File: config.mk
export PLATFORM = sky130hd
export DESIGN_NAME = glyph_pixel_rasterizer
export DESIGN_NICKNAME = d
export VERILOG_FILES = /design/src/design/gpr_pkg.sv /design/src/design/gpr_cfg.sv /design/src/design/glyph_pixel_rasterizer.sv
export SDC_FILE = /design/constraint.sdc
export NUM_CORES = 1
export LEC_CHECK = 0
export BUFFER_PORTS_ARGS = -buffer_cell sky130_fd_sc_hd__buf_2
export CELL_PAD_IN_SITES_DETAIL_PLACEMENT = 0
export CELL_PAD_IN_SITES_GLOBAL_PLACEMENT = 2
export CORE_MARGIN = 1.5
export CORE_UTILIZATION = 36
export CTS_CLUSTER_DIAMETER = 80
export DETAILED_ROUTE_END_ITERATION = 10
export PLACE_DENSITY = 0.81
export SYNTH_ARGS = -nofsm -noshare
export SYNTH_HDL_FRONTEND = slang
export SYNTH_SLANG_ARGS = --single-unit
File: constraint.sdc
create_clock -name aclk -period 6.1 [get_ports aclk]
set_input_delay 0.61 -clock aclk [delete_from_list [all_inputs] [get_ports aclk]]
set_output_delay 0.61 -clock aclk [all_outputs]
set_load 0.03 [all_outputs]
File: src/design/gpr_pkg.sv
// Shared types, register codes and color packing for the glyph pixel rasterizer.
package gpr_pkg;

    localparam int CFG_ADDR_W = 5;
    localparam int CFG_DATA_W = 32;
    localparam logic [3:0] SCALE_MIN = 4'd1;
    localparam logic [3:0] SCALE_MAX = 4'd8;

    typedef struct packed {
        logic       glyph_bit;
        logic [3:0] glyph_column;
        logic [2:0] glyph_row;
        logic [9:0] origin_x;
        logic [9:0] origin_y;
    } glyph_req_t;

    typedef struct packed {
        logic [15:0] byte_address;
        logic [15:0] pixel_color;
        logic        last_pixel;
    } pixel_out_t;

    typedef struct packed {
        logic       buffer_select;
        logic [3:0] scale;
        logic [1:0] rotation;
        logic [7:0] red;
        logic [7:0] green;
        logic [7:0] blue;
    } cfg_t;

    typedef enum logic [2:0] {
        REG_BUFFER_SELECT = 3'd0,
        REG_SCALE         = 3'd1,
        REG_ROTATION      = 3'd2,
        REG_RED           = 3'd3,
        REG_GREEN         = 3'd4,
        REG_BLUE          = 3'd5
    } reg_index_t;

    typedef enum logic [1:0] {
        ROT_0   = 2'd0,
        ROT_90  = 2'd1,
        ROT_180 = 2'd2,
        ROT_270 = 2'd3
    } rotation_t;

    typedef enum logic [2:0] {
        ST_IDLE,
        ST_SETUP,
        ST_ROWBASE,
        ST_SCAN,
        ST_FLUSH
    } state_t;

    function automatic logic [15:0] pack565(input cfg_t c);
        pack565 = {c.red[7:3], c.green[7:2], c.blue[7:3]};
    endfunction

endpackage

File: src/design/gpr_cfg.sv
// APB configuration register file for the glyph pixel rasterizer.
module gpr_cfg (
    input  logic                              aclk,
    input  logic                              aresetn,
    input  logic                              psel,
    input  logic                              penable,
    input  logic                              pwrite,
    input  logic [gpr_pkg::CFG_ADDR_W-1:0]    paddr,
    input  logic [gpr_pkg::CFG_DATA_W-1:0]    pwdata,
    output logic [gpr_pkg::CFG_DATA_W-1:0]    prdata,
    output logic                              pready,
    output gpr_pkg::cfg_t                     cfg
);

    gpr_pkg::cfg_t      cfg_reg;
    gpr_pkg::cfg_t      cfg_next;
    gpr_pkg::reg_index_t reg_idx;
    logic               wr_en;

    assign reg_idx = gpr_pkg::reg_index_t'(paddr[gpr_pkg::CFG_ADDR_W-1:2]);
    assign wr_en   = psel && penable && pwrite;
    assign pready  = 1'b1;
    assign cfg     = cfg_reg;

    always_comb begin
        cfg_next = cfg_reg;
        if (wr_en) begin
            unique case (reg_idx)
                gpr_pkg::REG_BUFFER_SELECT: cfg_next.buffer_select = pwdata[0];
                gpr_pkg::REG_SCALE:         cfg_next.scale         = pwdata[3:0];
                gpr_pkg::REG_ROTATION:      cfg_next.rotation      = pwdata[1:0];
                gpr_pkg::REG_RED:           cfg_next.red           = pwdata[7:0];
                gpr_pkg::REG_GREEN:         cfg_next.green         = pwdata[7:0];
                gpr_pkg::REG_BLUE:          cfg_next.blue          = pwdata[7:0];
                default: ;
            endcase
        end
    end

    always_comb begin
        prdata = '0;
        unique case (reg_idx)
            gpr_pkg::REG_BUFFER_SELECT: prdata = gpr_pkg::CFG_DATA_W'(cfg_reg.buffer_select);
            gpr_pkg::REG_SCALE:         prdata = gpr_pkg::CFG_DATA_W'(cfg_reg.scale);
            gpr_pkg::REG_ROTATION:      prdata = gpr_pkg::CFG_DATA_W'(cfg_reg.rotation);
            gpr_pkg::REG_RED:           prdata = gpr_pkg::CFG_DATA_W'(cfg_reg.red);
            gpr_pkg::REG_GREEN:         prdata = gpr_pkg::CFG_DATA_W'(cfg_reg.green);
            gpr_pkg::REG_BLUE:          prdata = gpr_pkg::CFG_DATA_W'(cfg_reg.blue);
            default:                    prdata = '0;
        endcase
    end

    always_ff @(posedge aclk) begin
        if (!aresetn) begin
            cfg_reg <= gpr_pkg::cfg_t'{buffer_select: 1'b0,
                                       scale:         gpr_pkg::SCALE_MIN,
                                       rotation:      2'd0,
                                       red:           8'd0,
                                       green:         8'd0,
                                       blue:          8'd0};
        end else begin
            cfg_reg <= cfg_next;
        end
    end

endmodule

File: src/design/glyph_pixel_rasterizer.sv
// Top level of the glyph pixel rasterizer: block scan sequencer and result registers.
//
// Usage:
//   s_ channel: one glyph request per handshake (bit, column, row, cell origin).
//   m_ channel: one pixel write per handshake: byte framebuffer address,
//     RGB565 color, and last_pixel on the final write caused by that request.
//   APB port: buffer_select, scale, rotation, red, green, blue at byte
//     addresses 0, 4, 8, 12, 16, 20. Write only while the block is idle.
// Sequence:
//   A clear bit is taken while idle and gives nothing. A set bit holds
//   s_ready low through a setup state for the rotated block origin, a row
//   base state for the multiply (buffer width times y), a scan state that
//   visits each block pixel in turn on a shared add/compare step, and a
//   flush state. One candidate pixel is held back until the next surviving
//   one (or the end of the block) is known, which decides last_pixel.
//   Dropped pixels (negative or past the buffer end) still take a scan step.
// Reset: synchronous, active low; the sequencer goes idle, outputs go invalid,
//   scale returns to 1 and all other config registers to 0.
// Stall: when m_ready is low the output register holds; the scan pauses while
//   both the output register and the held-back pixel are full.
module glyph_pixel_rasterizer #(
    parameter int GLYPH_WIDTH    = 8,
    parameter int GLYPH_HEIGHT   = 8,
    parameter int STATUS_WIDTH   = 40,
    parameter int STATUS_HEIGHT  = 320,
    parameter int ELEMENT_WIDTH  = 200,
    parameter int ELEMENT_HEIGHT = 40
) (
    input  logic                              aclk,
    input  logic                              aresetn,
    input  logic                              s_valid,
    output logic                              s_ready,
    input  gpr_pkg::glyph_req_t               s_data,
    output logic                              m_valid,
    input  logic                              m_ready,
    output gpr_pkg::pixel_out_t               m_data,
    input  logic                              psel,
    input  logic                              penable,
    input  logic                              pwrite,
    input  logic [gpr_pkg::CFG_ADDR_W-1:0]    paddr,
    input  logic [gpr_pkg::CFG_DATA_W-1:0]    pwdata,
    output logic [gpr_pkg::CFG_DATA_W-1:0]    prdata,
    output logic                              pready
);

    // Coordinate range: origin up to 1023 plus up to 8x (larger glyph side + 16) pixels,
    // and negative reach of the same order; one extra bit for sign.
    localparam int DIM_MAX   = (GLYPH_WIDTH > GLYPH_HEIGHT) ? GLYPH_WIDTH : GLYPH_HEIGHT;
    localparam int COORD_MAX = 1023 + (DIM_MAX + 16) * 8;
    localparam int COORD_W   = $clog2(COORD_MAX + 1) + 1;
    localparam int BW_MAX    = (STATUS_WIDTH > ELEMENT_WIDTH) ? STATUS_WIDTH : ELEMENT_WIDTH;
    localparam int BW_W      = $clog2(BW_MAX + 1);
    localparam int LIN_MAX   = BW_MAX * COORD_MAX + COORD_MAX;
    localparam int LIN_W     = $clog2(LIN_MAX + 1) + 1;
    localparam int K_W       = $clog2(DIM_MAX + 16) + 2;

    gpr_pkg::cfg_t      cfg;
    gpr_pkg::state_t    state_reg, state_next;

    gpr_pkg::glyph_req_t item_reg;
    logic signed [COORD_W-1:0] px0_reg, py0_reg;
    logic signed [COORD_W-1:0] cur_px_reg, cur_py_reg;
    logic [LIN_W-1:0]   row0_reg, cur_row_reg;
    logic [2:0]         block_col_count_reg, block_row_count_reg;
    logic               pend_valid_reg;
    logic [15:0]        pend_addr_reg;
    logic               m_valid_reg;
    gpr_pkg::pixel_out_t m_data_reg;

    // config-derived
    logic [3:0]         s_eff;
    logic [2:0]         s_last;
    logic               dir_neg;
    logic [BW_W-1:0]    bw;
    logic [LIN_W-1:0]   bw_ext, lim;

    // setup datapath
    logic signed [K_W-1:0] a_k, n_k, w_k, h_k, kx, ky;
    logic                  off_one;
    logic signed [COORD_W-1:0] kx_ext, ky_ext, s_ext, x_ext, y_ext;
    logic signed [COORD_W-1:0] px0_next, py0_next;

    // scan datapath
    logic [LIN_W-1:0]   lin;
    logic               pix_ok;
    logic               e_wrap, z_wrap;

    // control
    logic               out_busy;
    logic               step_en, pix_take, out_load, out_last, item_load;

    gpr_cfg u_cfg (
        .aclk    (aclk),
        .aresetn (aresetn),
        .psel    (psel),
        .penable (penable),
        .pwrite  (pwrite),
        .paddr   (paddr),
        .pwdata  (pwdata),
        .prdata  (prdata),
        .pready  (pready),
        .cfg     (cfg)
    );

    // Scale clamped to 1..8
    always_comb begin
        if (cfg.scale < gpr_pkg::SCALE_MIN) begin
            s_eff = gpr_pkg::SCALE_MIN;
        end else if (cfg.scale > gpr_pkg::SCALE_MAX) begin
            s_eff = gpr_pkg::SCALE_MAX;
        end else begin
            s_eff = cfg.scale;
        end
    end
    assign s_last  = 3'(s_eff - 4'd1);
    assign dir_neg = (gpr_pkg::rotation_t'(cfg.rotation) == gpr_pkg::ROT_180) ||
                     (gpr_pkg::rotation_t'(cfg.rotation) == gpr_pkg::ROT_270);
    assign bw      = cfg.buffer_select ? BW_W'(ELEMENT_WIDTH) : BW_W'(STATUS_WIDTH);
    assign bw_ext  = LIN_W'(bw);
    assign lim     = cfg.buffer_select ? LIN_W'(ELEMENT_WIDTH * ELEMENT_HEIGHT)
                                       : LIN_W'(STATUS_WIDTH * STATUS_HEIGHT);

    // Block origin: p0 = origin + k*s - off, per rotation.
    //   0:   kx = a,       ky = n
    //   90:  kx = H-1-n,   ky = a
    //   180: kx = W-a,     ky = H-n,  minus one
    //   270: kx = n+1,     ky = W-a,  minus one
    assign a_k = K_W'(item_reg.glyph_column);
    assign n_k = K_W'(item_reg.glyph_row);
    assign w_k = K_W'(GLYPH_WIDTH);
    assign h_k = K_W'(GLYPH_HEIGHT);

    always_comb begin
        kx = a_k;
        ky = n_k;
        unique case (gpr_pkg::rotation_t'(cfg.rotation))
            gpr_pkg::ROT_0: begin
                kx = a_k;
                ky = n_k;
            end
            gpr_pkg::ROT_90: begin
                kx = h_k - n_k - K_W'(1);
                ky = a_k;
            end
            gpr_pkg::ROT_180: begin
                kx = w_k - a_k;
                ky = h_k - n_k;
            end
            gpr_pkg::ROT_270: begin
                kx = n_k + K_W'(1);
                ky = w_k - a_k;
            end
            default: ;
        endcase
    end
    assign off_one  = dir_neg;
    assign kx_ext   = COORD_W'(kx);
    assign ky_ext   = COORD_W'(ky);
    assign s_ext    = COORD_W'(s_eff);
    assign x_ext    = COORD_W'(item_reg.origin_x);
    assign y_ext    = COORD_W'(item_reg.origin_y);
    assign px0_next = x_ext + kx_ext * s_ext - COORD_W'(off_one);
    assign py0_next = y_ext + ky_ext * s_ext - COORD_W'(off_one);

    // Pixel test: linear index = bw*py + px, kept only when px, py >= 0 and inside.
    assign lin    = cur_row_reg + LIN_W'(cur_px_reg);
    assign pix_ok = !cur_px_reg[COORD_W-1] && !cur_py_reg[COORD_W-1] && (lin < lim);
    assign e_wrap = (block_row_count_reg == s_last);
    assign z_wrap = (block_col_count_reg == s_last);

    assign out_busy = m_valid_reg && !m_ready;

    // Next state
    always_comb begin
        state_next = state_reg;
        unique case (state_reg)
            gpr_pkg::ST_IDLE: begin
                if (s_valid && s_data.glyph_bit) begin
                    state_next = gpr_pkg::ST_SETUP;
                end
            end
            gpr_pkg::ST_SETUP:   state_next = gpr_pkg::ST_ROWBASE;
            gpr_pkg::ST_ROWBASE: state_next = gpr_pkg::ST_SCAN;
            gpr_pkg::ST_SCAN: begin
                if (step_en && e_wrap && z_wrap) begin
                    state_next = gpr_pkg::ST_FLUSH;
                end
            end
            gpr_pkg::ST_FLUSH: begin
                if (!pend_valid_reg || !out_busy) begin
                    state_next = gpr_pkg::ST_IDLE;
                end
            end
            default: state_next = gpr_pkg::ST_IDLE;
        endcase
    end

    // Control outputs
    always_comb begin
        s_ready   = 1'b0;
        item_load = 1'b0;
        step_en   = 1'b0;
        out_last  = 1'b0;
        out_load  = 1'b0;
        unique case (state_reg)
            gpr_pkg::ST_IDLE: begin
                s_ready   = 1'b1;
                item_load = s_valid;
            end
            gpr_pkg::ST_SCAN: begin
                step_en  = !(pend_valid_reg && out_busy);
                out_load = step_en && pix_ok && pend_valid_reg;
            end
            gpr_pkg::ST_FLUSH: begin
                out_last = 1'b1;
                out_load = pend_valid_reg && !out_busy;
            end
            default: ;
        endcase
    end
    assign pix_take = step_en && pix_ok;

    always_ff @(posedge aclk) begin
        if (!aresetn) begin
            state_reg           <= gpr_pkg::ST_IDLE;
            block_col_count_reg <= '0;
            block_row_count_reg <= '0;
            pend_valid_reg      <= 1'b0;
            m_valid_reg         <= 1'b0;
        end else begin
            state_reg <= state_next;

            if (step_en) begin
                block_row_count_reg <= e_wrap ? 3'd0 : block_row_count_reg + 3'd1;
                if (e_wrap) begin
                    block_col_count_reg <= z_wrap ? 3'd0 : block_col_count_reg + 3'd1;
                end
            end

            if (pix_take) begin
                pend_valid_reg <= 1'b1;
            end else if (out_load) begin
                pend_valid_reg <= 1'b0;
            end

            if (out_load) begin
                m_valid_reg <= 1'b1;
            end else if (m_ready) begin
                m_valid_reg <= 1'b0;
            end
        end
    end

    // Datapath registers
    always_ff @(posedge aclk) begin
        if (item_load) begin
            item_reg <= s_data;
        end
        if (state_reg == gpr_pkg::ST_SETUP) begin
            px0_reg <= px0_next;
            py0_reg <= py0_next;
        end
        if (state_reg == gpr_pkg::ST_ROWBASE) begin
            row0_reg    <= bw_ext * LIN_W'(py0_reg);
            cur_row_reg <= bw_ext * LIN_W'(py0_reg);
            cur_px_reg  <= px0_reg;
            cur_py_reg  <= py0_reg;
        end else if (step_en) begin
            if (e_wrap) begin
                // next column of the block: back to the first row
                cur_py_reg  <= py0_reg;
                cur_row_reg <= row0_reg;
                cur_px_reg  <= dir_neg ? cur_px_reg - COORD_W'(1) : cur_px_reg + COORD_W'(1);
            end else begin
                cur_py_reg  <= dir_neg ? cur_py_reg - COORD_W'(1) : cur_py_reg + COORD_W'(1);
                cur_row_reg <= dir_neg ? cur_row_reg - bw_ext : cur_row_reg + bw_ext;
            end
        end
        if (pix_take) begin
            pend_addr_reg <= 16'({lin, 1'b0});
        end
        if (out_load) begin
            m_data_reg.byte_address <= pend_addr_reg;
            m_data_reg.pixel_color  <= gpr_pkg::pack565(cfg);
            m_data_reg.last_pixel   <= out_last;
        end
    end

    assign m_valid = m_valid_reg;
    assign m_data  = m_data_reg;

    // A new block never starts with a held-back pixel from the previous one.
    assert property (@(posedge aclk) disable iff (!aresetn)
        (state_reg == gpr_pkg::ST_SETUP) |-> !pend_valid_reg)
        else $error("held-back pixel left over at block start");

    // The output register is never loaded over an unaccepted write.
    assert property (@(posedge aclk) disable iff (!aresetn)
        out_load |-> !(m_valid_reg && !m_ready))
        else $error("output register overwritten while stalled");

    // Scan counters stay inside the block.
    assert property (@(posedge aclk) disable iff (!aresetn)
        (state_reg == gpr_pkg::ST_SCAN) |->
            (block_col_count_reg <= s_last) && (block_row_count_reg <= s_last))
        else $error("block scan counter out of range");

    // Counters are back at zero whenever the block is idle.
    assert property (@(posedge aclk) disable iff (!aresetn)
        (state_reg == gpr_pkg::ST_IDLE) |->
            (block_col_count_reg == 3'd0) && (block_row_count_reg == 3'd0))
        else $error("block scan counters not cleared");

    // A final write leaves nothing held back.
    assert property (@(posedge aclk) disable iff (!aresetn)
        (out_load && out_last) |=> !pend_valid_reg && (state_reg == gpr_pkg::ST_IDLE))
        else $error("pixel held back after final write");

endmodule
==> results of run 1 <==
## kinds of logic (layout without fill, tap and decap cells)
kind of cell | Yosys count | after routing | share of synthesized area
AOI/OAI and AO/OA | 263 | 263 | 0.1133
xor gates and xnor gates | 85 | 85 | 0.05071
adders and majority gates | 225 | 225 | 0.2293
buffers and inverters | 254 | 331 | 0.07223
DFF | 199 | 199 | 0.3747
muxes | 52 | 52 | 0.03611
other | 2 | 26 | 0.0005065
and+or+nand+nor | 359 | 359 | 0.1231
## per-stage QoR
stage,hold slack (ps),utilization
5_1_grt,305.8,0.4032
2_1_floorplan,400.3,-
3_3_place_gp,401.0,0.3887
6_report,334.6,0.4032
4_1_cts,313.5,0.4029
3_5_place_dp,404.5,0.3887
## routing by layer
metal / up-vias / GRT usage / routed length [um]
met2: 138 / 0.2362 / 13780
met1: 4742 / 0.2118 / 15180
met5: - / 0 / 0
li1: 5088 / - / -
met3: 14 / 0.02349 / 1023
met4: 0 / 0.02769 / 218
## area by class of cell
type | count | area [um2] | area share
flip-flops and latches | 199 | 5557 | 0.3383
multi-input cells | 1010 | 8327 | 0.5070
repair buffers | 104 | 563.0 | 0.03428
clock buffers | 19 | 454.2 | 0.02765
inverters | 195 | 732.0 | 0.04456
clock inverters | 13 | 126.4 | 0.007694
well taps | 532 | 665.6 | 0.04053
## power groups by stage
stage	combinational, mW	clock [mW]	sequential (mW)
floorplan	0.706	0	1.64
global placement	0.861	0	1.66
detailed placement	0.872	0	1.66
CTS	0.881	1.17	1.63
global route	1.01	1.22	1.64
finish	0.874	1.14	1.63
## worst register-to-register path, stage by stage (launching register included)
cell and delay (ps):
edfxtp_1 390, inv_1 160, ha_1 250, nor2b_2 220, nand2_1 60, o21ai_0 100, a22oi_1 130, nor3_1 140
a21oi_1 80, o21ai_2 210, and2_1 180, fa_1 410, ha_1 320, fa_1 540, inv_1 50, fa_1 490
inv_1 40, ha_1 320, a21oi_1 220, o21bai_1 90, a21oi_1 220, o21bai_1 90, a21oi_1 250, mux2i_1 110
a2111o_1 390
## layout by cell type, fill, tap and decap left out, drive strengths merged, types with 5 or more instances in the layout
cell type	count
a21boi	8
a21o	20
a21oi	84
a31o	5
a31oi	13
and2	21
and3	14
buf	104
clkbuf	19
clkinv	5
conb	26
dfxtp	42
edfxtp	157
fa	78
ha	147
inv	203
mux2i	49
nand2	102
nand2b	9
nand3	11
nand3b	5
nand4	6
nor2	78
nor2b	53
nor3	23
nor3b	5
o211ai	6
o21a	16
o21ai	54
o21bai	16
o22ai	5
o31ai	5
or2	7
or3	9
xnor2	64
xor2	21
## cell usage after synthesis, drive strengths merged (6+ instances only)
| master | instances |
|---|---|
| nor2b | 53 |
| and3 | 14 |
| or3 | 9 |
| a21boi | 8 |
| nor3 | 23 |
| or2 | 7 |
| and2 | 21 |
| a21oi | 84 |
| a21o | 20 |
| ha | 147 |
| nor2 | 78 |
| nand2 | 102 |
| inv | 193 |
| o21a | 16 |
| o21ai | 54 |
| o211ai | 6 |
| buf | 33 |
| mux2i | 49 |
| edfxtp | 157 |
| xor2 | 21 |
| a31oi | 13 |
| o21bai | 16 |
| nand3 | 11 |
| nand4 | 6 |
| clkbuf | 26 |
| fa | 78 |
| nand2b | 9 |
| dfxtp | 42 |
| xnor2 | 64 |
## worst paths after layout
check / from / to / slack [ps] / cells after the start
worst max-delay path: item_reg[20] / px0_reg[10] / 380 / 24
worst min-delay path: s_data[10] / item_reg[10] / 330 / 1
worst max register to register: item_reg[20] / px0_reg[10] / 380 / 24
worst min register to register: pend_addr_reg[9] / m_data[26] / 420 / 0
==> impl_metrics.json, run 1 <==
{
  "status": "complete, no violations",
  "die_h_um": 206.0,
  "yosysUniqueCellTypes": 85,
  "report.power.total_mw": 3.644,
  "routed_wl_um": 30200,
  "start_kind": "flip-flop",
  "yosysTopAreaCellShare": 0.3179,
  "stdcell_area_mm2": 0.01642,
  "grt_pass1_wl_um": 50060,
  "grt_pass1_vias": 9993,
  "dp_cells": 2040,
  "tns_ps": 0,
  "slew_viol_final": 0,
  "cts_buffer_depth": 2,
  "holdBufCountCts": 0,
  "port_buffers": 87,
  "skew_ps": 14.18,
  "antenna_found_initial": 0,
  "syn_area_per_cell_um2": 10.30,
  "hpwl_um": 23490,
  "p_clk_frac": 0.312,
  "synth_area_mm2": 0.01483,
  "cp.required_ps": 6290,
  "yosysWarnings": 0,
  "slowest_delay_ps": 540,
  "synth-edff-count": 157,
  "clk_pin_slew_ps": 80,
  "min_period_over_period": 0.9375,
  "p_seq_frac": 0.448,
  "drc": 0,
  "grt_max_degree": 49,
  "core_mm2": 0.04074,
  "drive_gt1_frac": 0.1123,
  "ys_seq_area_frac": 0.3747,
  "synth_cells": 1439,
  "synthArstFlopShare": 0,
  "fin_cells": 2072,
  "swShare": 0.3066,
  "start_util": 0.3640,
  "ys_ff_latch": 199,
  "yosys.area.top_type": "edfxtp_1",
  "finalNetCount": 1824,
  "worstPathMaxFanout": 5,
  "max_clock_freq_mhz": 174.9,
  "wire_per_inst_um": 14.58,
  "globalRouteTotalUtil": 0.1478,
  "drtIter0Drc": 418,
  "slew_headroom": 0.2712,
  "cts_num_sinks": 199,
  "path_cells": "inv_1 > ha_1 > nor2b_2 > nand2_1 > o21ai_0 > a22oi_1 > nor3_1 > a21oi_1 > o21ai_2 > and2_1 > fa_1 > ha_1 > fa_1 > inv_1 > fa_1 > inv_1 > ha_1 > a21oi_1 > o21bai_1 > a21oi_1 > o21bai_1 > a21oi_1 > mux2i_1 > a2111o_1",
  "synth_flop_cell": "edfxtp_1",
  "setup_slack_ps": 381.3,
  "cpMostUsedCell": "a21oi_1",
  "power_density_mw_per_mm2": 221.8,
  "maxCapViolCount": 0,
  "avgViaCountPerCell": 4.818,
  "firstDrtPassIters": 5,
  "worst-endpoint-arrival_ps": 5910,
  "largest_register_ffs": 32,
  "rows": 74,
  "insertion_delay_ps": 450,
  "grt-ovfl-total": 0,
  "cts_resized": 0,
  "die_w_um": 206.0,
  "p_int_mw": 2.527,
  "end_kind": "flip-flop",
  "via_count": 9982,
  "cp_slowest_cell": "fa_1",
  "cp.buffers_inverters": 3,
  "leakage_nw": 7.116,
  "n_fill_cell": 4067,
  "cts_tree": "done",
  "ir_drop_uv": 171.9,
  "setup.worst_path.class": "reg2reg",
  "crit_family": "adder cells",
  "area_delta_synth_final_pct": 10.77,
  "tightest_slew_ps": 1089,
  "antenna_cells": 0,
  "hold_viol": 0,
  "htree_num_levels": 4,
  "dp_slack_ps": 83.15,
  "synth.area.top_cells": "edfxtp_1, ha_1, fa_1",
  "die_area_mm2": 0.04242,
  "cts-buffers-inserted": 17,
  "fin_crit_ps": 5719,
  "dpl-instance-area_mm2": 0.01583,
  "power_frac_comb": 0.240,
  "min_path_type": "in2reg",
  "drtAntennaViolNets": 0,
  "post_cts_buffers": 0,
  "switchingPower_mw": 1.117,
  "cts_root_buffer": "clkbuf_16",
  "place.gp.congestion": 0.8063,
  "num_io_pins": 140,
  "setup_violations": 0,
  "grt_setup_unrepaired": "no"
}
Note: power is estimated with default switching activity, not from simulation.
==> run 2, diff against run 1 <==
--- a/config.mk
+++ b/config.mk
@@ -5,11 +5,12 @@
 export SDC_FILE = /design/constraint.sdc
 export NUM_CORES = 1
 export LEC_CHECK = 0
+export ABC_AREA = 1
 export BUFFER_PORTS_ARGS = -buffer_cell sky130_fd_sc_hd__buf_2
 export CELL_PAD_IN_SITES_DETAIL_PLACEMENT = 0
 export CELL_PAD_IN_SITES_GLOBAL_PLACEMENT = 2
-export CORE_MARGIN = 1.5
-export CORE_UTILIZATION = 36
+export CORE_MARGIN = 2
+export CORE_UTILIZATION = 34
 export CTS_CLUSTER_DIAMETER = 80
 export DETAILED_ROUTE_END_ITERATION = 10
 export PLACE_DENSITY = 0.81
==> impl_metrics.json, run 2 <==
{
  "status": "complete, no violations",
  "power_density_mw_per_mm2": 298.9,
  "cpMostUsedCell": "nand2_1",
  "die_h_um": 213.8,
  "worstPathMaxFanout": 8,
  "insertion_delay_ps": 460,
  "htree_num_levels": 4,
  "firstDrtPassIters": 5,
  "stdcell_area_mm2": 0.01665,
  "avgViaCountPerCell": 4.540,
  "ir_drop_uv": 180.0,
  "routed_wl_um": 32950,
  "cts-buffers-inserted": 17,
  "crit_family": "adder cells",
  "grt-ovfl-total": 0,
  "area_delta_synth_final_pct": 11.32,
  "cts_num_sinks": 199,
  "antenna_found_initial": 0,
  "num_io_pins": 140,
  "power_frac_comb": 0.386,
  "ys_ff_latch": 199,
  "layout_commonest_cell": "nand2_1",
  "finalNetCount": 2088,
  "tns_ps": 0,
  "synth-edff-count": 157,
  "grt_pass1_wl_um": 54890,
  "rrSetupSlack_ps": 500,
  "synth_flop_cell": "edfxtp_1",
  "cp_slowest_cell": "fa_1",
  "synthArstFlopShare": 0,
  "grt_pass1_vias": 10770,
  "clk_pin_slew_ps": 80,
  "cts_tree": "done",
  "die_w_um": 213.8,
  "cp.required_ps": 6300,
  "mostFrequentLayoutCells": "nand2_1, inv_1, nor2_1, edfxtp_1, ha_1",
  "min_path_type": "in2reg",
  "max_clock_freq_mhz": 178.7,
  "synth.area.top_cells": "edfxtp_1, ha_1, fa_1",
  "cp.buffers_inverters": 5,
  "grt_setup_unrepaired": "no",
  "ff2ff_path_depth": 29,
  "slew_viol_final": 0,
  "maxCapViolCount": 0,
  "fin_crit_ps": 5597,
  "cts_resized": 0,
  "tightest_slew_ps": 928.6,
  "p_clk_frac": 0.234,
  "slew_headroom": 0.3801,
  "hold_viol": 0,
  "worst-endpoint-arrival_ps": 5800,
  "skew_ps": 21.45,
  "setup.worst_path.class": "reg2reg",
  "yosys.area.top_type": "edfxtp_1",
  "yosysMostFrequentCell": "nand2_1",
  "min_period_over_period": 0.9175,
  "holdBufCountCts": 0,
  "rows": 76,
  "critPathLaunch": "item_reg[20]",
  "start_kind": "flip-flop",
  "switchingPower_mw": 1.903,
  "yosysUniqueCellTypes": 59,
  "cp-endpoint": "px0_reg[11]",
  "largest_register_ffs": 32,
  "wire_per_inst_um": 13.79,
  "syn_area_per_cell_um2": 8.832,
  "synth_area_mm2": 0.01496,
  "worst-path-stages": 29,
  "globalRouteTotalUtil": 0.1536,
  "finalCoreUtilization": 0.3849,
  "cts_root_buffer": "clkbuf_16",
  "drtAntennaViolNets": 0,
  "place.gp.congestion": 0.8522,
  "p_seq_frac": 0.380,
  "post_cts_buffers": 0,
  "dpl-instance-area_mm2": 0.01606,
  "ys_seq_area_frac": 0.3713,
  "drive_gt1_frac": 0.09257,
  "timing.rr.start": "item_reg[20]",
  "start_util": 0.3458,
  "yosysWarnings": 0,
  "cts_buffer_depth": 2,
  "die_area_mm2": 0.04570,
  "drtIter0Drc": 545,
  "core_mm2": 0.04327,
  "synth_common_cells": "nand2_1, inv_1, nor2_1",
  "antenna_cells": 0,
  "setup_violations": 0,
  "yosysTopAreaCellShare": 0.3151,
  "via_count": 10850,
  "end_kind": "flip-flop",
  "r2r_end": "px0_reg[11]",
  "synth_cells": 1694,
  "port_buffers": 87,
  "hpwl_um": 26200,
  "p_int_mw": 3.074,
  "leakage_nw": 7.797,
  "grt_max_degree": 59,
  "swShare": 0.3824,
  "slowest_delay_ps": 520,
  "drc": 0
}
-- run 2: changes by cell type after synthesis, sizes merged, moves of 53 or more --
cell   before  now
o21ai      54  108
nand3      11   65
nand2     102  307
nor2       78  164
nor2b      53    0
inv       193  307
-- run 2: logic make-up (layout without fill, tap and decap cells) --
logic type                 after synthesis  in the layout  share of synthesized area
xor gates and xnor gates                77             77                    0.04734
adders and majority gates              225            225                     0.2273
and+or+nand+nor                        585            585                     0.1638
DFF                                    199            199                     0.3713
other                                    2             26                  0.0005020
AOI/OAI and AO/OA                      248            248                    0.09267
buffers and inverters                  358            444                    0.09710
-- run 2: cell type report --
class | count | area [um2]
Timing Repair Buffer | 102 | 548.0
Clock buffer | 21 | 471.7
Multi-Input combinational cell | 1161 | 8053
Fill cell | 4418 | 26610
Inverter | 310 | 1166
Sequential cell | 199 | 5557
Tap cell | 585 | 732.0
Clock inverter | 11 | 126.4
-- run 2: worst min path at each step --
stage,startpoint,endpoint,depth (start not counted)
4_1_cts,s_data[10],item_reg[10],1
3_5_place_dp,pend_addr_reg[2],m_data[19],0
5_1_grt,s_data[25],a_k[2],1
6_report,s_data[10],item_reg[10],1
2_1_floorplan,pend_addr_reg[1],m_data[18],0
3_3_place_gp,pend_addr_reg[14],m_data[31],0
-- run 2: worst reg2reg max path, delay by kind of cell, from the launching register on --
kind / cells / cell delay (ps)
DFF: 1 / 490
and+or+nand+nor: 11 / 790
adders and majority gates: 6 / 2650
xor gates and xnor gates: 1 / 80
buffers and inverters: 5 / 260
AOI/OAI and AO/OA: 6 / 1070
-- run 2: layer usage --
metal / track usage / part of all wire / vias up
li1: - / - / 5654
met1: 0.2147 / 0.51 / 5041
met2: 0.2491 / 0.45 / 129
met3: 0.02797 / 0.027 / 21
met4: 0.03137 / 0.011 / 0
met5: 0 / 0 / -
-- run 2: through the flow --
step | total power [mW] | hold WS [ps] | cells | setup slack [ps]
final | 4.977 | 320.1 | 2389 | 503.1
after global routing | 5.419 | 290.3 | 2389 | 30.27
after CTS | 5.048 | 288.5 | 2389 | 470.6
after detailed placement | 3.859 | 404.5 | 2357 | 504.9
after global placement | 3.836 | 400.2 | 2357 | 500.5
after floorplan | 3.389 | 400.3 | 1718 | 280.5
-- run 2: power groups by stage --
| stage | clock (mW) | sequential, mW | combinational (mW) |
|---|---|---|---|
| 6_report | 1.16 | 1.89 | 1.92 |
| 5_1_grt | 1.25 | 1.91 | 2.26 |
| 4_1_cts | 1.20 | 1.90 | 1.95 |
| 3_5_place_dp | 0 | 1.93 | 1.93 |
| 3_3_place_gp | 0 | 1.92 | 1.91 |
| 2_1_floorplan | 0 | 1.87 | 1.52 |
